===== src/hw/rtl/bma_pkg.sv =====
// Package for the bitmap allocator: operation codes, field widths and the
// command/status structs passed between controller and datapath.
// No dependencies.
`timescale 1ns / 1ps
`default_nettype none

package bma_pkg;

    // Field widths of the stream payloads
    localparam int unsigned OP_W        = 3;
    localparam int unsigned IDX_W       = 8;
    localparam int unsigned CNT_W       = 9;   // num_bits and free_count
    localparam int unsigned BASE_W      = 10;  // bit base of a word, with headroom
    localparam int unsigned IN_TDATA_W  = 16;
    localparam int unsigned OUT_TDATA_W = 24;

    localparam logic [CNT_W-1:0] NUM_BITS_RESET = 9'd256;

    // Operation codes
    localparam logic [OP_W-1:0] OP_MARK  = 3'd0;
    localparam logic [OP_W-1:0] OP_CLEAR = 3'd1;
    localparam logic [OP_W-1:0] OP_TEST  = 3'd2;
    localparam logic [OP_W-1:0] OP_ALLOC = 3'd3;
    localparam logic [OP_W-1:0] OP_COUNT = 3'd4;

    // Controller to datapath
    typedef struct packed {
        logic clear_step;  // zero one word of the store
        logic start;       // capture request and size
        logic check;       // decide fast path, read first word
        logic scan_step;   // evaluate one word, read the next
        logic finish;      // move result into the output register
    } dp_cmd_t;

    // Datapath to controller
    typedef struct packed {
        logic clear_last;  // last word of the clearing pass
        logic fast;        // result known without touching the store
        logic scan_done;   // current word ends the scan
        logic out_free;    // output register can take a result
    } dp_status_t;

endpackage

`default_nettype wire


===== src/hw/rtl/bma_ctrl.sv =====
// Controller state machine of the bitmap allocator.
// Depends on bma_pkg (dp_cmd_t, dp_status_t).
`timescale 1ns / 1ps
`default_nettype none

module bma_ctrl (
    input  wire logic                aclk,
    input  wire logic                aresetn,
    input  wire logic                s_tvalid,
    output logic                     s_tready,
    input  wire bma_pkg::dp_status_t status,
    output bma_pkg::dp_cmd_t         cmd
);
    import bma_pkg::*;

    localparam logic [2:0] S_CLEAR = 3'd0;
    localparam logic [2:0] S_IDLE  = 3'd1;
    localparam logic [2:0] S_CHECK = 3'd2;
    localparam logic [2:0] S_SCAN  = 3'd3;
    localparam logic [2:0] S_DONE  = 3'd4;

    logic [2:0] state_reg;
    logic [2:0] state_next;

    // Next state and commands
    always_comb begin
        state_next = state_reg;
        cmd        = '0;
        s_tready   = 1'b0;
        unique case (state_reg)
            S_CLEAR: begin
                cmd.clear_step = 1'b1;
                if (status.clear_last) begin
                    state_next = S_IDLE;
                end
            end
            S_IDLE: begin
                s_tready = 1'b1;
                if (s_tvalid) begin
                    cmd.start  = 1'b1;
                    state_next = S_CHECK;
                end
            end
            S_CHECK: begin
                cmd.check  = 1'b1;
                state_next = status.fast ? S_DONE : S_SCAN;
            end
            S_SCAN: begin
                cmd.scan_step = 1'b1;
                if (status.scan_done) begin
                    state_next = S_DONE;
                end
            end
            S_DONE: begin
                if (status.out_free) begin
                    cmd.finish = 1'b1;
                    state_next = S_IDLE;
                end
            end
            default: begin
                state_next = S_IDLE;
            end
        endcase
    end

    // State register
    always_ff @(posedge aclk) begin
        if (!aresetn) begin
            state_reg <= S_CLEAR;
        end else begin
            state_reg <= state_next;
        end
    end

    // Clearing pass runs once after reset only
    a_clear_once: assert property (@(posedge aclk) disable iff (!aresetn)
        (state_reg != S_CLEAR) |=> (state_reg != S_CLEAR))
        else $error("clearing pass re-entered");

    // A request is only taken in idle, never twice in a row
    a_one_request: assert property (@(posedge aclk) disable iff (!aresetn)
        cmd.start |=> !cmd.start && !s_tready)
        else $error("second request taken while busy");

    // Scanning never starts without a check of the request
    a_scan_after_check: assert property (@(posedge aclk) disable iff (!aresetn)
        $rose(cmd.scan_step) |-> $past(cmd.check))
        else $error("scan entered without check");

endmodule

`default_nettype wire


===== src/hw/rtl/bma_datapath.sv =====
// Datapath of the bitmap allocator: word store, scan counters, word
// evaluation, size register and output register.
// Depends on bma_pkg (codes, widths, dp_cmd_t, dp_status_t).
`timescale 1ns / 1ps
`default_nettype none

module bma_datapath #(
    parameter int unsigned MAX_BITS  = 256,
    parameter int unsigned WORD_BITS = 32
) (
    input  wire logic                              aclk,
    input  wire logic                              aresetn,
    input  wire logic [bma_pkg::IN_TDATA_W-1:0]    s_tdata,
    input  wire logic                              cfg_valid,
    input  wire logic                              cfg_ready,
    input  wire logic [bma_pkg::CNT_W-1:0]         cfg_data,
    output logic                                   m_tvalid,
    input  wire logic                              m_tready,
    output logic [bma_pkg::OUT_TDATA_W-1:0]        m_tdata,
    input  wire bma_pkg::dp_cmd_t                  cmd,
    output bma_pkg::dp_status_t                    status
);
    import bma_pkg::*;

    localparam int unsigned NUM_WORDS = (MAX_BITS + WORD_BITS - 1) / WORD_BITS;
    localparam int unsigned AW        = (NUM_WORDS > 1) ? $clog2(NUM_WORDS) : 1;
    localparam int unsigned POS_W     = $clog2(WORD_BITS);
    localparam int unsigned PC_W      = $clog2(WORD_BITS + 1);

    // Word store
    logic [WORD_BITS-1:0] mem [NUM_WORDS];
    logic [WORD_BITS-1:0] rdata_reg;
    logic                 mem_we;
    logic [AW-1:0]        mem_waddr;
    logic [WORD_BITS-1:0] mem_wdata;
    logic                 mem_re;
    logic [AW-1:0]        mem_raddr;

    // Request and scan state
    logic [CNT_W-1:0]  num_bits_reg;
    logic [OP_W-1:0]   op_reg;
    logic [IDX_W-1:0]  idx_reg;
    logic [CNT_W-1:0]  n_reg;
    logic [AW:0]       rd_word_reg;
    logic [AW-1:0]     ev_word_reg;
    logic [BASE_W-1:0] ev_base_reg;

    // Result registers
    logic             res_bit_reg;
    logic [IDX_W-1:0] res_idx_reg;
    logic             res_ok_reg;
    logic [CNT_W-1:0] res_cnt_reg;
    logic             res_err_reg;
    logic             m_tvalid_reg;
    logic [OUT_TDATA_W-1:0] m_tdata_reg;

    // Combinational evaluation
    logic [CNT_W-1:0]     n_now;
    logic                 is_bitop;
    logic                 range_err;
    logic [BASE_W-1:0]    rem;
    logic                 last_word;
    logic [WORD_BITS-1:0] free_bits;
    logic                 any_free;
    logic [POS_W-1:0]     pos;
    logic [WORD_BITS-1:0] pos_oh;
    logic [BASE_W-1:0]    diff;
    logic [WORD_BITS-1:0] off_oh;
    logic                 hit;
    logic                 sel_bit;
    logic [PC_W-1:0]      pop;
    logic [BASE_W-1:0]    alloc_pos;

    // Bits in use, limited to the store size
    always_comb begin
        if (32'(num_bits_reg) > 32'(MAX_BITS)) begin
            n_now = CNT_W'(MAX_BITS);
        end else begin
            n_now = num_bits_reg;
        end
    end

    // Fast path decision on the captured request
    always_comb begin
        is_bitop  = (op_reg == OP_MARK) || (op_reg == OP_CLEAR) || (op_reg == OP_TEST);
        range_err = is_bitop && ({1'b0, idx_reg} >= n_reg);
    end

    // Evaluate the word held in the read register
    always_comb begin
        rem       = {1'b0, n_reg} - ev_base_reg;
        last_word = (rem <= BASE_W'(WORD_BITS));
        diff      = {2'b00, idx_reg} - ev_base_reg;
        hit       = ({2'b00, idx_reg} < (ev_base_reg + BASE_W'(WORD_BITS)));
        for (int b = 0; b < WORD_BITS; b++) begin
            free_bits[b] = !rdata_reg[b] && (BASE_W'(b) < rem);
            off_oh[b]    = (diff == BASE_W'(b));
        end
        any_free = |free_bits;
        sel_bit  = |(rdata_reg & off_oh);
        // lowest free bit
        pos = '0;
        for (int b = WORD_BITS - 1; b >= 0; b--) begin
            if (free_bits[b]) begin
                pos = POS_W'(b);
            end
        end
        for (int b = 0; b < WORD_BITS; b++) begin
            pos_oh[b] = (pos == POS_W'(b));
        end
        pop = '0;
        for (int b = 0; b < WORD_BITS; b++) begin
            pop = pop + PC_W'(free_bits[b]);
        end
        alloc_pos = ev_base_reg + BASE_W'(pos);
    end

    // Status to the controller
    always_comb begin
        status.clear_last = (ev_word_reg == AW'(NUM_WORDS - 1));
        status.fast       = !is_bitop && (op_reg != OP_ALLOC) && (op_reg != OP_COUNT);
        if (range_err) begin
            status.fast = 1'b1;
        end
        if (((op_reg == OP_ALLOC) || (op_reg == OP_COUNT)) && (n_reg == '0)) begin
            status.fast = 1'b1;
        end
        case (op_reg) inside
            OP_MARK, OP_CLEAR, OP_TEST: status.scan_done = hit;
            OP_ALLOC:                   status.scan_done = any_free || last_word;
            OP_COUNT:                   status.scan_done = last_word;
            default:                    status.scan_done = 1'b1;
        endcase
        status.out_free = !m_tvalid_reg || m_tready;
    end

    // Store write and read port selection
    always_comb begin
        mem_we    = 1'b0;
        mem_waddr = ev_word_reg;
        mem_wdata = '0;
        if (cmd.clear_step) begin
            mem_we = 1'b1;
        end else if (cmd.scan_step) begin
            case (op_reg)
                OP_MARK: begin
                    mem_we    = hit;
                    mem_wdata = rdata_reg | off_oh;
                end
                OP_CLEAR: begin
                    mem_we    = hit;
                    mem_wdata = rdata_reg & ~off_oh;
                end
                OP_ALLOC: begin
                    mem_we    = any_free;
                    mem_wdata = rdata_reg | pos_oh;
                end
                default: begin
                    mem_we = 1'b0;
                end
            endcase
        end
        mem_re    = cmd.check || (cmd.scan_step && (rd_word_reg < (AW + 1)'(NUM_WORDS)));
        mem_raddr = cmd.check ? '0 : rd_word_reg[AW-1:0];
    end

    // Word store ports
    always_ff @(posedge aclk) begin
        if (mem_we) begin
            mem[mem_waddr] <= mem_wdata;
        end
        if (mem_re) begin
            rdata_reg <= mem[mem_raddr];
        end
    end

    // Size register
    always_ff @(posedge aclk) begin
        if (!aresetn) begin
            num_bits_reg <= NUM_BITS_RESET;
        end else if (cfg_valid && cfg_ready) begin
            num_bits_reg <= cfg_data;
        end
    end

    // Request capture
    always_ff @(posedge aclk) begin
        if (cmd.start) begin
            op_reg  <= s_tdata[OP_W-1:0];
            idx_reg <= s_tdata[OP_W+IDX_W-1:OP_W];
            n_reg   <= n_now;
        end
    end

    // Word counters; ev_word also walks the clearing pass
    always_ff @(posedge aclk) begin
        if (!aresetn) begin
            ev_word_reg <= '0;
            rd_word_reg <= '0;
            ev_base_reg <= '0;
        end else if (cmd.clear_step) begin
            ev_word_reg <= ev_word_reg + 1'b1;
        end else if (cmd.check) begin
            ev_word_reg <= '0;
            rd_word_reg <= (AW + 1)'(1);
            ev_base_reg <= '0;
        end else if (cmd.scan_step) begin
            ev_word_reg <= ev_word_reg + 1'b1;
            rd_word_reg <= rd_word_reg + 1'b1;
            ev_base_reg <= ev_base_reg + BASE_W'(WORD_BITS);
        end
    end

    // Result accumulation
    always_ff @(posedge aclk) begin
        if (cmd.check) begin
            res_bit_reg <= 1'b0;
            res_idx_reg <= '0;
            res_ok_reg  <= 1'b0;
            res_cnt_reg <= '0;
            res_err_reg <= range_err;
        end else if (cmd.scan_step) begin
            if (is_bitop && hit) begin
                res_bit_reg <= sel_bit;
            end
            if ((op_reg == OP_ALLOC) && any_free) begin
                res_ok_reg  <= 1'b1;
                res_idx_reg <= alloc_pos[IDX_W-1:0];
            end
            if (op_reg == OP_COUNT) begin
                res_cnt_reg <= res_cnt_reg + CNT_W'(pop);
            end
        end
    end

    // Output register
    always_ff @(posedge aclk) begin
        if (!aresetn) begin
            m_tvalid_reg <= 1'b0;
        end else if (cmd.finish) begin
            m_tvalid_reg <= 1'b1;
        end else if (m_tready) begin
            m_tvalid_reg <= 1'b0;
        end
    end

    always_ff @(posedge aclk) begin
        if (cmd.finish) begin
            m_tdata_reg <= {4'b0000, res_err_reg, res_cnt_reg, res_ok_reg,
                            res_idx_reg, res_bit_reg};
        end
    end

    assign m_tvalid = m_tvalid_reg;
    assign m_tdata  = m_tdata_reg;

    // A scan only evaluates words inside the store
    a_scan_in_store: assert property (@(posedge aclk) disable iff (!aresetn)
        cmd.scan_step |-> ({1'b0, ev_word_reg} < (AW + 1)'(NUM_WORDS)))
        else $error("scan ran past the store");

    // Allocation success and range error never come together
    a_flags_exclusive: assert property (@(posedge aclk) disable iff (!aresetn)
        m_tvalid_reg |-> !(m_tdata_reg[9] && m_tdata_reg[19]))
        else $error("alloc_ok with range_error");

    // The output register is only loaded when it is free
    a_no_overwrite: assert property (@(posedge aclk) disable iff (!aresetn)
        cmd.finish |-> (!m_tvalid_reg || m_tready))
        else $error("result overwritten");

endmodule

`default_nettype wire


===== src/hw/rtl/bitmap_allocator_unit.sv =====
// Bitmap allocator.
// Channels: s_ request stream (operation, bit_index), m_ result stream,
// cfg_ write channel for num_bits (always ready, write only while idle).
// Each request gives exactly one result. Operations: mark, clear, test,
// allocate lowest clear bit, count clear bits.
// Scan per request, from acceptance to result valid:
//   - range error, n = 0 for allocate/count, unused code: no scan
//   - mark/clear/test of bit i: words up to and including the one holding i
//   - allocate: words read up to and including the first one with a
//     free bit (all ceil(n / WORD_BITS) words when the map is full)
//   - count: all ceil(n / WORD_BITS) words are read
// The scan reads the word store once per cycle through its single read
// port. One request is in work at a time.
// Reset clears the size to 256, then a clearing pass zeroes all
// NUM_WORDS words of the store at one word per cycle, with s_tready low.
// A stalled receiver holds the result in the output register; one more
// request is taken and worked, and its result waits until that frees.
// Depends on bma_pkg, bma_ctrl, bma_datapath.
`timescale 1ns / 1ps
`default_nettype none

module bitmap_allocator_unit #(
    parameter int unsigned MAX_BITS  = 256,
    parameter int unsigned WORD_BITS = 32
) (
    input  wire logic                              aclk,
    input  wire logic                              aresetn,
    // request stream
    input  wire logic                              s_tvalid,
    output logic                                   s_tready,
    // [2:0] operation, [10:3] bit_index, [15:11] zero
    input  wire logic [bma_pkg::IN_TDATA_W-1:0]    s_tdata,
    // result stream
    output logic                                   m_tvalid,
    input  wire logic                              m_tready,
    // [0] bit_value, [8:1] alloc_index, [9] alloc_ok, [18:10] free_count,
    // [19] range_error, [23:20] zero
    output logic [bma_pkg::OUT_TDATA_W-1:0]        m_tdata,
    // size register write
    input  wire logic                              cfg_valid,
    output logic                                   cfg_ready,
    input  wire logic [bma_pkg::CNT_W-1:0]         cfg_data
);
    import bma_pkg::*;

    dp_cmd_t    cmd;
    dp_status_t status;

    assign cfg_ready = 1'b1;

    // Controller
    bma_ctrl u_ctrl (
        .aclk     (aclk),
        .aresetn  (aresetn),
        .s_tvalid (s_tvalid),
        .s_tready (s_tready),
        .status   (status),
        .cmd      (cmd)
    );

    // Datapath
    bma_datapath #(
        .MAX_BITS  (MAX_BITS),
        .WORD_BITS (WORD_BITS)
    ) u_datapath (
        .aclk      (aclk),
        .aresetn   (aresetn),
        .s_tdata   (s_tdata),
        .cfg_valid (cfg_valid),
        .cfg_ready (cfg_ready),
        .cfg_data  (cfg_data),
        .m_tvalid  (m_tvalid),
        .m_tready  (m_tready),
        .m_tdata   (m_tdata),
        .cmd       (cmd),
        .status    (status)
    );

endmodule

`default_nettype wire

===== config.mk =====
export PLATFORM = sky130hd
export DESIGN_NAME = bitmap_allocator_unit
export DESIGN_NICKNAME = d
export VERILOG_FILES = /design/src/hw/rtl/bma_pkg.sv /design/src/hw/rtl/bma_ctrl.sv /design/src/hw/rtl/bma_datapath.sv /design/src/hw/rtl/bitmap_allocator_unit.sv
export SDC_FILE = /design/constraint.sdc
export NUM_CORES = 1
export LEC_CHECK = 0
export BUFFER_PORTS_ARGS = -buffer_cell sky130_fd_sc_hd__buf_4
export CORE_ASPECT_RATIO = 0.8
export CORE_MARGIN = 5
export CORE_UTILIZATION = 60
export CTS_BUF_LIST = sky130_fd_sc_hd__clkbuf_4
export DETAILED_ROUTE_END_ITERATION = 10
export PLACE_DENSITY = 0.83
export SYNTH_ARGS = -nofsm -noshare
export SYNTH_HDL_FRONTEND = slang
export SYNTH_SLANG_ARGS = --single-unit

===== constraint.sdc =====
create_clock -name aclk -period 9.8 [get_ports aclk]
set_input_delay 0.98 -clock aclk [delete_from_list [all_inputs] [get_ports aclk]]
set_output_delay 0.98 -clock aclk [all_outputs]
set_load 0.005 [all_outputs]

# Yosys cells after proc, flatten, opt, wreduce, memory -nomap -nowiden
# Memory sizes are Yosys's and may differ from the RTL's. A register that Yosys moved wholly into a read port is not among the register bits.
# Cells that the tools add are included.
[totals]
mem_count = 1
in_bits = 30
mem_bits_rw = 256
out_inout_bits = 27
ff_bits = 90
word_cells = 339
[op_classes]
order_cmp = 37
eq_ne = 77
n_reduce_logical = 96
n_addsub = 38
muxes = 69
bitwise = 6
[memory_table]
columns = ["memory", "depth", "word_bits", "read_ports", "rd_clocked_by_memory_dff", "wr", "line", "source"]
rows = [
  ["u_datapath.mem", 8, 32, 1, 1, 1, "bma_datapath.sv:31", "logic [WORD_BITS-1:0] mem [NUM_WORDS];"],
]
[op_table]
columns = ["op", "count"]
rows = [
  ["$add 6x1->6", 30],
  ["$eq 10x5->1 const B", 16],
  ["$lt 5x10->1 const A", 16],
  ["$mux 5", 32],
  ["$pmux 32 s3", 1],
  ["$eq 10x4->1 const B", 8],
  ["$eq 5x5->1 const B", 16],
  ["$lt 4x10->1 const A", 8],
  ["$and 32x32->32", 2],
  ["$mux 32", 2],
  ["$or 32x32->32", 2],
  ["$reduce_or 32->1", 2],
  ["$eq 10x3->1 const B", 4],
  ["$eq 5x4->1 const B", 8],
  ["$lt 3x10->1 const A", 4],
  ["$logic_and 1x1->1", 39],
  ["$logic_not 1->1", 34],
  ["$not 32->32", 1],
  ["$mux 3", 9],
  ["$eq 10x2->1 const B", 2],
  ["$eq 5x3->1 const B", 4],
  ["$lt 1x10->1 const A", 2],
  ["$lt 2x10->1 const A", 2],
  ["$mux 10", 2],
  ["38 further kinds", 77],
]

# Longest topological paths before layout
[depth]
depth_word = 40
mapped_depth = 33
depth_no_buf = 31

# Hierarchy
# A second synthesis with hierarchy kept.
[hier_totals]
hier_cells = 1322
area_unflattened_um2 = 18270.0
[modules_own_cells]
columns = ["mod", "area_each_um2", "instances", "cells_each", "seq_area_each_um2"]
rows = [
  ["bma_datapath", 18014.8, 1, 1292, 10700.3],
  ["bma_ctrl", 244.0, 1, 28, 60.1],
  ["bitmap_allocator_unit", 11.3, 1, 2, 0.0],
]

# Worst setup path after synthesis
# Ideal clock, no wire load.
[synth_timing]
kind = "register to register"
from = "register u_datapath.ev_base_reg[7]"
to = "register u_datapath.res_cnt_reg[8]"
required_ps = 9674
setup_time_ps = 126
path_stages_with_launch = 28
t_arrival_ps = 7862
setup_slack_ps = 1812
path_buffers = 1
cell_sequence = "dfxtp_1 -> inv_1 -> ha_1 -> nor3_1 -> nand3_1 -> a31oi_4 -> clkbuf_8 -> a41o_1 -> inv_1 -> ha_1 -> inv_1 -> fa_1 -> fa_1 -> fa_1 -> fa_1 -> fa_1 -> fa_1 -> fa_1 -> fa_1 -> inv_1 -> fa_1 -> a21o_1 -> a21o_1 -> a21o_1 -> a21oi_1 -> nor4bb_1 -> xnor2_1 -> nor2_1"
[synth_via]
elab_chain_len = 35
elab_cells_between_ends = 97
classes_between = "add/sub (33); order compare (32); reduce/logical (32)"
[synth_lines]
columns = ["element", "line", "source"]
rows = [
  ["start: declaration", "bma_datapath.sv:46", "logic [BASE_W-1:0] ev_base_reg;"],
  ["start signal: assignment", "bma_datapath.sv:210", "ev_base_reg <= ev_base_reg + BASE_W'(WORD_BITS);"],
  ["$sub 9x10->10 (*)", "bma_datapath.sv:91", "rem = {1'b0, n_reg} - ev_base_reg;"],
  ["$lt 1x10->1", "bma_datapath.sv:96", "free_bits[b] = !rdata_reg[b] && (BASE_W'(b) < rem);"],
  ["$logic_and 1x1->1", "bma_datapath.sv:96", ""],
  ["$add 1x1->2", "bma_datapath.sv:113", "pop = pop + PC_W'(free_bits[b]);"],
  ["$add 6x1->6 (29 in a row)", "bma_datapath.sv:113", ""],
  ["$add 6x1->6 (*)", "bma_datapath.sv:113", ""],
  ["$add 9x6->9 (*)", "bma_datapath.sv:231", "res_cnt_reg <= res_cnt_reg + CNT_W'(pop);"],
  ["end signal: assignment", "bma_datapath.sv:231", ""],
  ["end: declaration", "bma_datapath.sv:52", "logic [CNT_W-1:0] res_cnt_reg;"],
]
# Mark *: on every way between the ends. The rest lies on a longest branch, timed or not.
# A chain may end at the register's enable or synchronous reset.

# Worst setup path in the final report
[layout_timing]
from = "register u_datapath.n_reg[1]"
to = "register u_datapath.res_cnt_reg[8]"
[layout_via]
elab_chain_len = 35
elab_cells_between_ends = 97
classes_between = "add/sub (33); order compare (32); reduce/logical (32)"
[layout_lines]
columns = ["element", "line", "source"]
rows = [
  ["start: declaration", "bma_datapath.sv:43", "logic [CNT_W-1:0] n_reg;"],
  ["start signal: assignment", "bma_datapath.sv:191", "n_reg <= n_now;"],
  ["$sub 9x10->10 (*)", "bma_datapath.sv:91", ""],
  ["$lt 1x10->1", "bma_datapath.sv:96", ""],
  ["$logic_and 1x1->1", "bma_datapath.sv:96", ""],
  ["$add 1x1->2", "bma_datapath.sv:113", ""],
  ["$add 6x1->6 (29 in a row)", "bma_datapath.sv:113", ""],
  ["$add 6x1->6 (*)", "bma_datapath.sv:113", ""],
  ["$add 9x6->9 (*)", "bma_datapath.sv:231", ""],
]
# Marked as above.

==> impl_results.md <==
- Run status: finished clean
- Core Rows: 58
- WP data arrival: 9.23 ns
- Clk sink count: 373
- Post-route DRC: 0
- Crit-path max FO: 16
- I/O Buffers: 46
- Filler cell count in the final layout: 2365
- #FFs+latches synth: 373
- Syn. warnings: 0
- Fmax: 116 MHz
- Die Y-Extent: 170 µm
- Max Used Layer: met4
- HPWL Detailed: 34400 µm
- DR vias/cell: 6.44
- Post-CTS resize count: 0
- Tcrit/Tclk final: 88.2%
- Global-route wire length before repair: 79000 µm
- Post-synth EDFFs: 329
- Setup Skew: 0.0317 ns
- DIE WIDTH: 210 µm
- Top_reg_cell synth: edfxtp_1
- Syn avg cell area: 12.3 µm²
- Async set-reset flop share out of synthesis: 0%
- CP Capture Type: register
- Clk buf depth: 3
- Hold path start: u_datapath.res_err_reg$_DFFE_PP_
- CP Data Required Time: 10.38 ns
- Min Hold Slack: 0.428 ns
- Most common cell in the netlist: edfxtp_1
- Overall Global Routing Usage: 28.8%
- Routed length on met3: 4900 µm
- Post-synth top area share: 51.5%
- Die area: 35700 µm²
- Fin Setup TNS: 0 ns
- Number of nets in the layout: 1743
- Crit start category: register
- Reg2reg setup slack: 1.16 ns
- Max VDD drop: 0.258 mV
- Max-cap violations: 0
- Mapped cell area: 19200 µm²
- Initial antenna violation count: 1
- Hold Crit Class: reg -> reg
- Synthesized instance count: 1560
- Min-Delay Path Depth: 0
- Post-DP Area: 19900 µm²
- Gr ovfl total: 0
- I/O pin cnt: 57
- Slew @ Worst Pin: 1.26 ns
- Initial DRC Count: 1540
- Root buffer cell: clkbuf_4
- Leakage power: 7.73 nW
- Initial core utilization: 60.9%
- Total wire length: 51400 µm
- Postcts setup bufs: 0
- DRT antenna net count: 0
- Final hold violations: 0
- Vias post-DR: 13700
- Headroom to the max-slew limit: 15.6%
- Worst skew pair latency: 0.72 ns
- CTS Buf Count: 88
- Largest net degree at the start of global routing: 70
- Max reg flops: 256
- R2r worst-path depth: 24
- Hold buffers post-CTS: 0
- Critical R2R Launch: u_datapath.n_reg[1]$_SDFFCE_PN0P_
- Post-layout util: 66.8%
- Gpl congestion: 0.985
- Hold EP: u_datapath.m_tdata[19]$_DFFE_PP_
- Endpoints failing setup: 0
- Min Tclk post-route: 8.64 ns
- Worst setup path class: reg -> reg
- Final Cell Area: 21000 µm²
- Sequential share of the synthesized area: 56.1%
- Routed WL per cell: 24.1 µm
- RSZ-0062 raised after global routing: false
- Routed wl met2: 23600 µm
- Final Power: 4.33 mW
- CTS tree: built
- Synth cell count leaders: edfxtp_1, nand2_1, a21oi_1
- Pre-antenna DRT Iters: 5
- M1 wire length: 21600 µm
- Htree depth: 3
- Worst-path clk slew: 0.07 ns
- Pwr Density: 206 nW/µm²
- Share of layout cells above drive strength 1: 19.5%
- Vias in the first global route: 13500
- Count of cell types in the netlist: 114
- Cell accounting for the most synthesized area: edfxtp_1
- Reg-to-Reg End: u_datapath.res_cnt_reg[8]$_SDFFE_PP0P_
- Top post-synthesis cells by area: edfxtp_1, dfxtp_1, mux4_2
- Area Growth Syn to Fin: 9.59%
- Area of the core: 31500 µm²
- Max Slew Vio Count: 0
==> layout make-up <==
cell class                      instances  area (µm²)  share of cell area, %
Tap cell                              420         526                   2.50
Timing Repair Buffer                   77         578                   2.75
Antenna cell                            2        5.00                 0.0238
Inverter                               69         259                   1.23
Clock buffer                          132         991                   4.71
Multi-Input combinational cell       1037        7750                   36.9
Sequential cell                       373       10800                   51.2
Clock inverter                         24         155                  0.738
==> kinds of logic after synthesis <==
family                   share of synthesized area (%)
XOR/XNOR                                         0.913
adder cells (fa/ha/maj)                           5.35
multiplexers                                      6.64
AO/OA/AOI/OAI                                     15.4
flip-flops                                        56.1
other                                           0.0391
AND/OR/NAND/NOR                                   11.6
buffers and inverters                             4.04
==> per-stage QoR <==
stage / instances / setup WS, ns
2_1_floorplan: 1568 / 1.81
3_3_place_gp: 1976 / 1.36
3_5_place_dp: 1976 / 1.24
4_1_cts: 2132 / 1.22
5_1_grt: 2134 / 0.734
6_report: 2134 / 1.16
==> power by group <==
| part | total [mW] | internal (mW) | switching (mW) |
|---|---|---|---|
| logic | 1.08 | 0.488 | 0.591 |
| clock network | 1.27 | 0.669 | 0.599 |
| registers | 1.99 | 1.91 | 0.0808 |
==> per-layer routing <==
metal	GRT usage, %	up-vias
li1	-	6178
met1	41.7	6683
met2	44.8	768
met3	5.60	110
met4	8.96	0
met5	0	-
==> cells in the final DEF, fill, tap and decap left out, drive strengths merged, types with 32 or more instances in the layout <==
cell and count:
nand2 115, clkbuf 132, nand3 33, mux2i 53, buf 77, inv 70, a31oi 32, o21ai 104
mux4 32, dfxtp 44, ha 42, nor3 33, nor2 101, a21oi 114, a211o 35, nor2b 33
edfxtp 329
==> critical path: stages, from the launching register on <==
cell      delay (ns)
edfxtp_1        0.42
inv_1           0.15
ha_1            0.47
or2_2           0.47
nor4_1          0.66
a21oi_4         0.18
ha_1            0.35
inv_1           0.06
fa_1            0.53
fa_1            0.53
fa_1            0.52
fa_1            0.51
fa_1            0.51
fa_1            0.51
fa_1            0.48
fa_1            0.49
inv_1           0.07
fa_1            0.45
a21o_1          0.20
a21o_1          0.19
a21o_1          0.18
a21oi_1         0.23
nor4bb_1        0.10
xnor2_1         0.18
nor2_1          0.06
==> worst max-delay path by stage <==
stage                                           startpoint  cells past startpoint                                     end
global placement         u_datapath.n_reg[1]$_SDFFCE_PN0P_                     24  u_datapath.res_cnt_reg[8]$_SDFFE_PP0P_
detailed placement  u_datapath.ev_base_reg[7]$_SDFFE_PN0P_                     26  u_datapath.res_cnt_reg[8]$_SDFFE_PP0P_
finish                   u_datapath.n_reg[1]$_SDFFCE_PN0P_                     24  u_datapath.res_cnt_reg[8]$_SDFFE_PP0P_
CTS                 u_datapath.ev_base_reg[7]$_SDFFE_PN0P_                     26  u_datapath.res_cnt_reg[8]$_SDFFE_PP0P_
global route        u_datapath.ev_base_reg[7]$_SDFFE_PN0P_                     26  u_datapath.res_cnt_reg[8]$_SDFFE_PP0P_
floorplan           u_datapath.ev_base_reg[7]$_SDFFE_PN0P_                     27  u_datapath.res_cnt_reg[8]$_SDFFE_PP0P_
(Power assumes the default switching activity.)
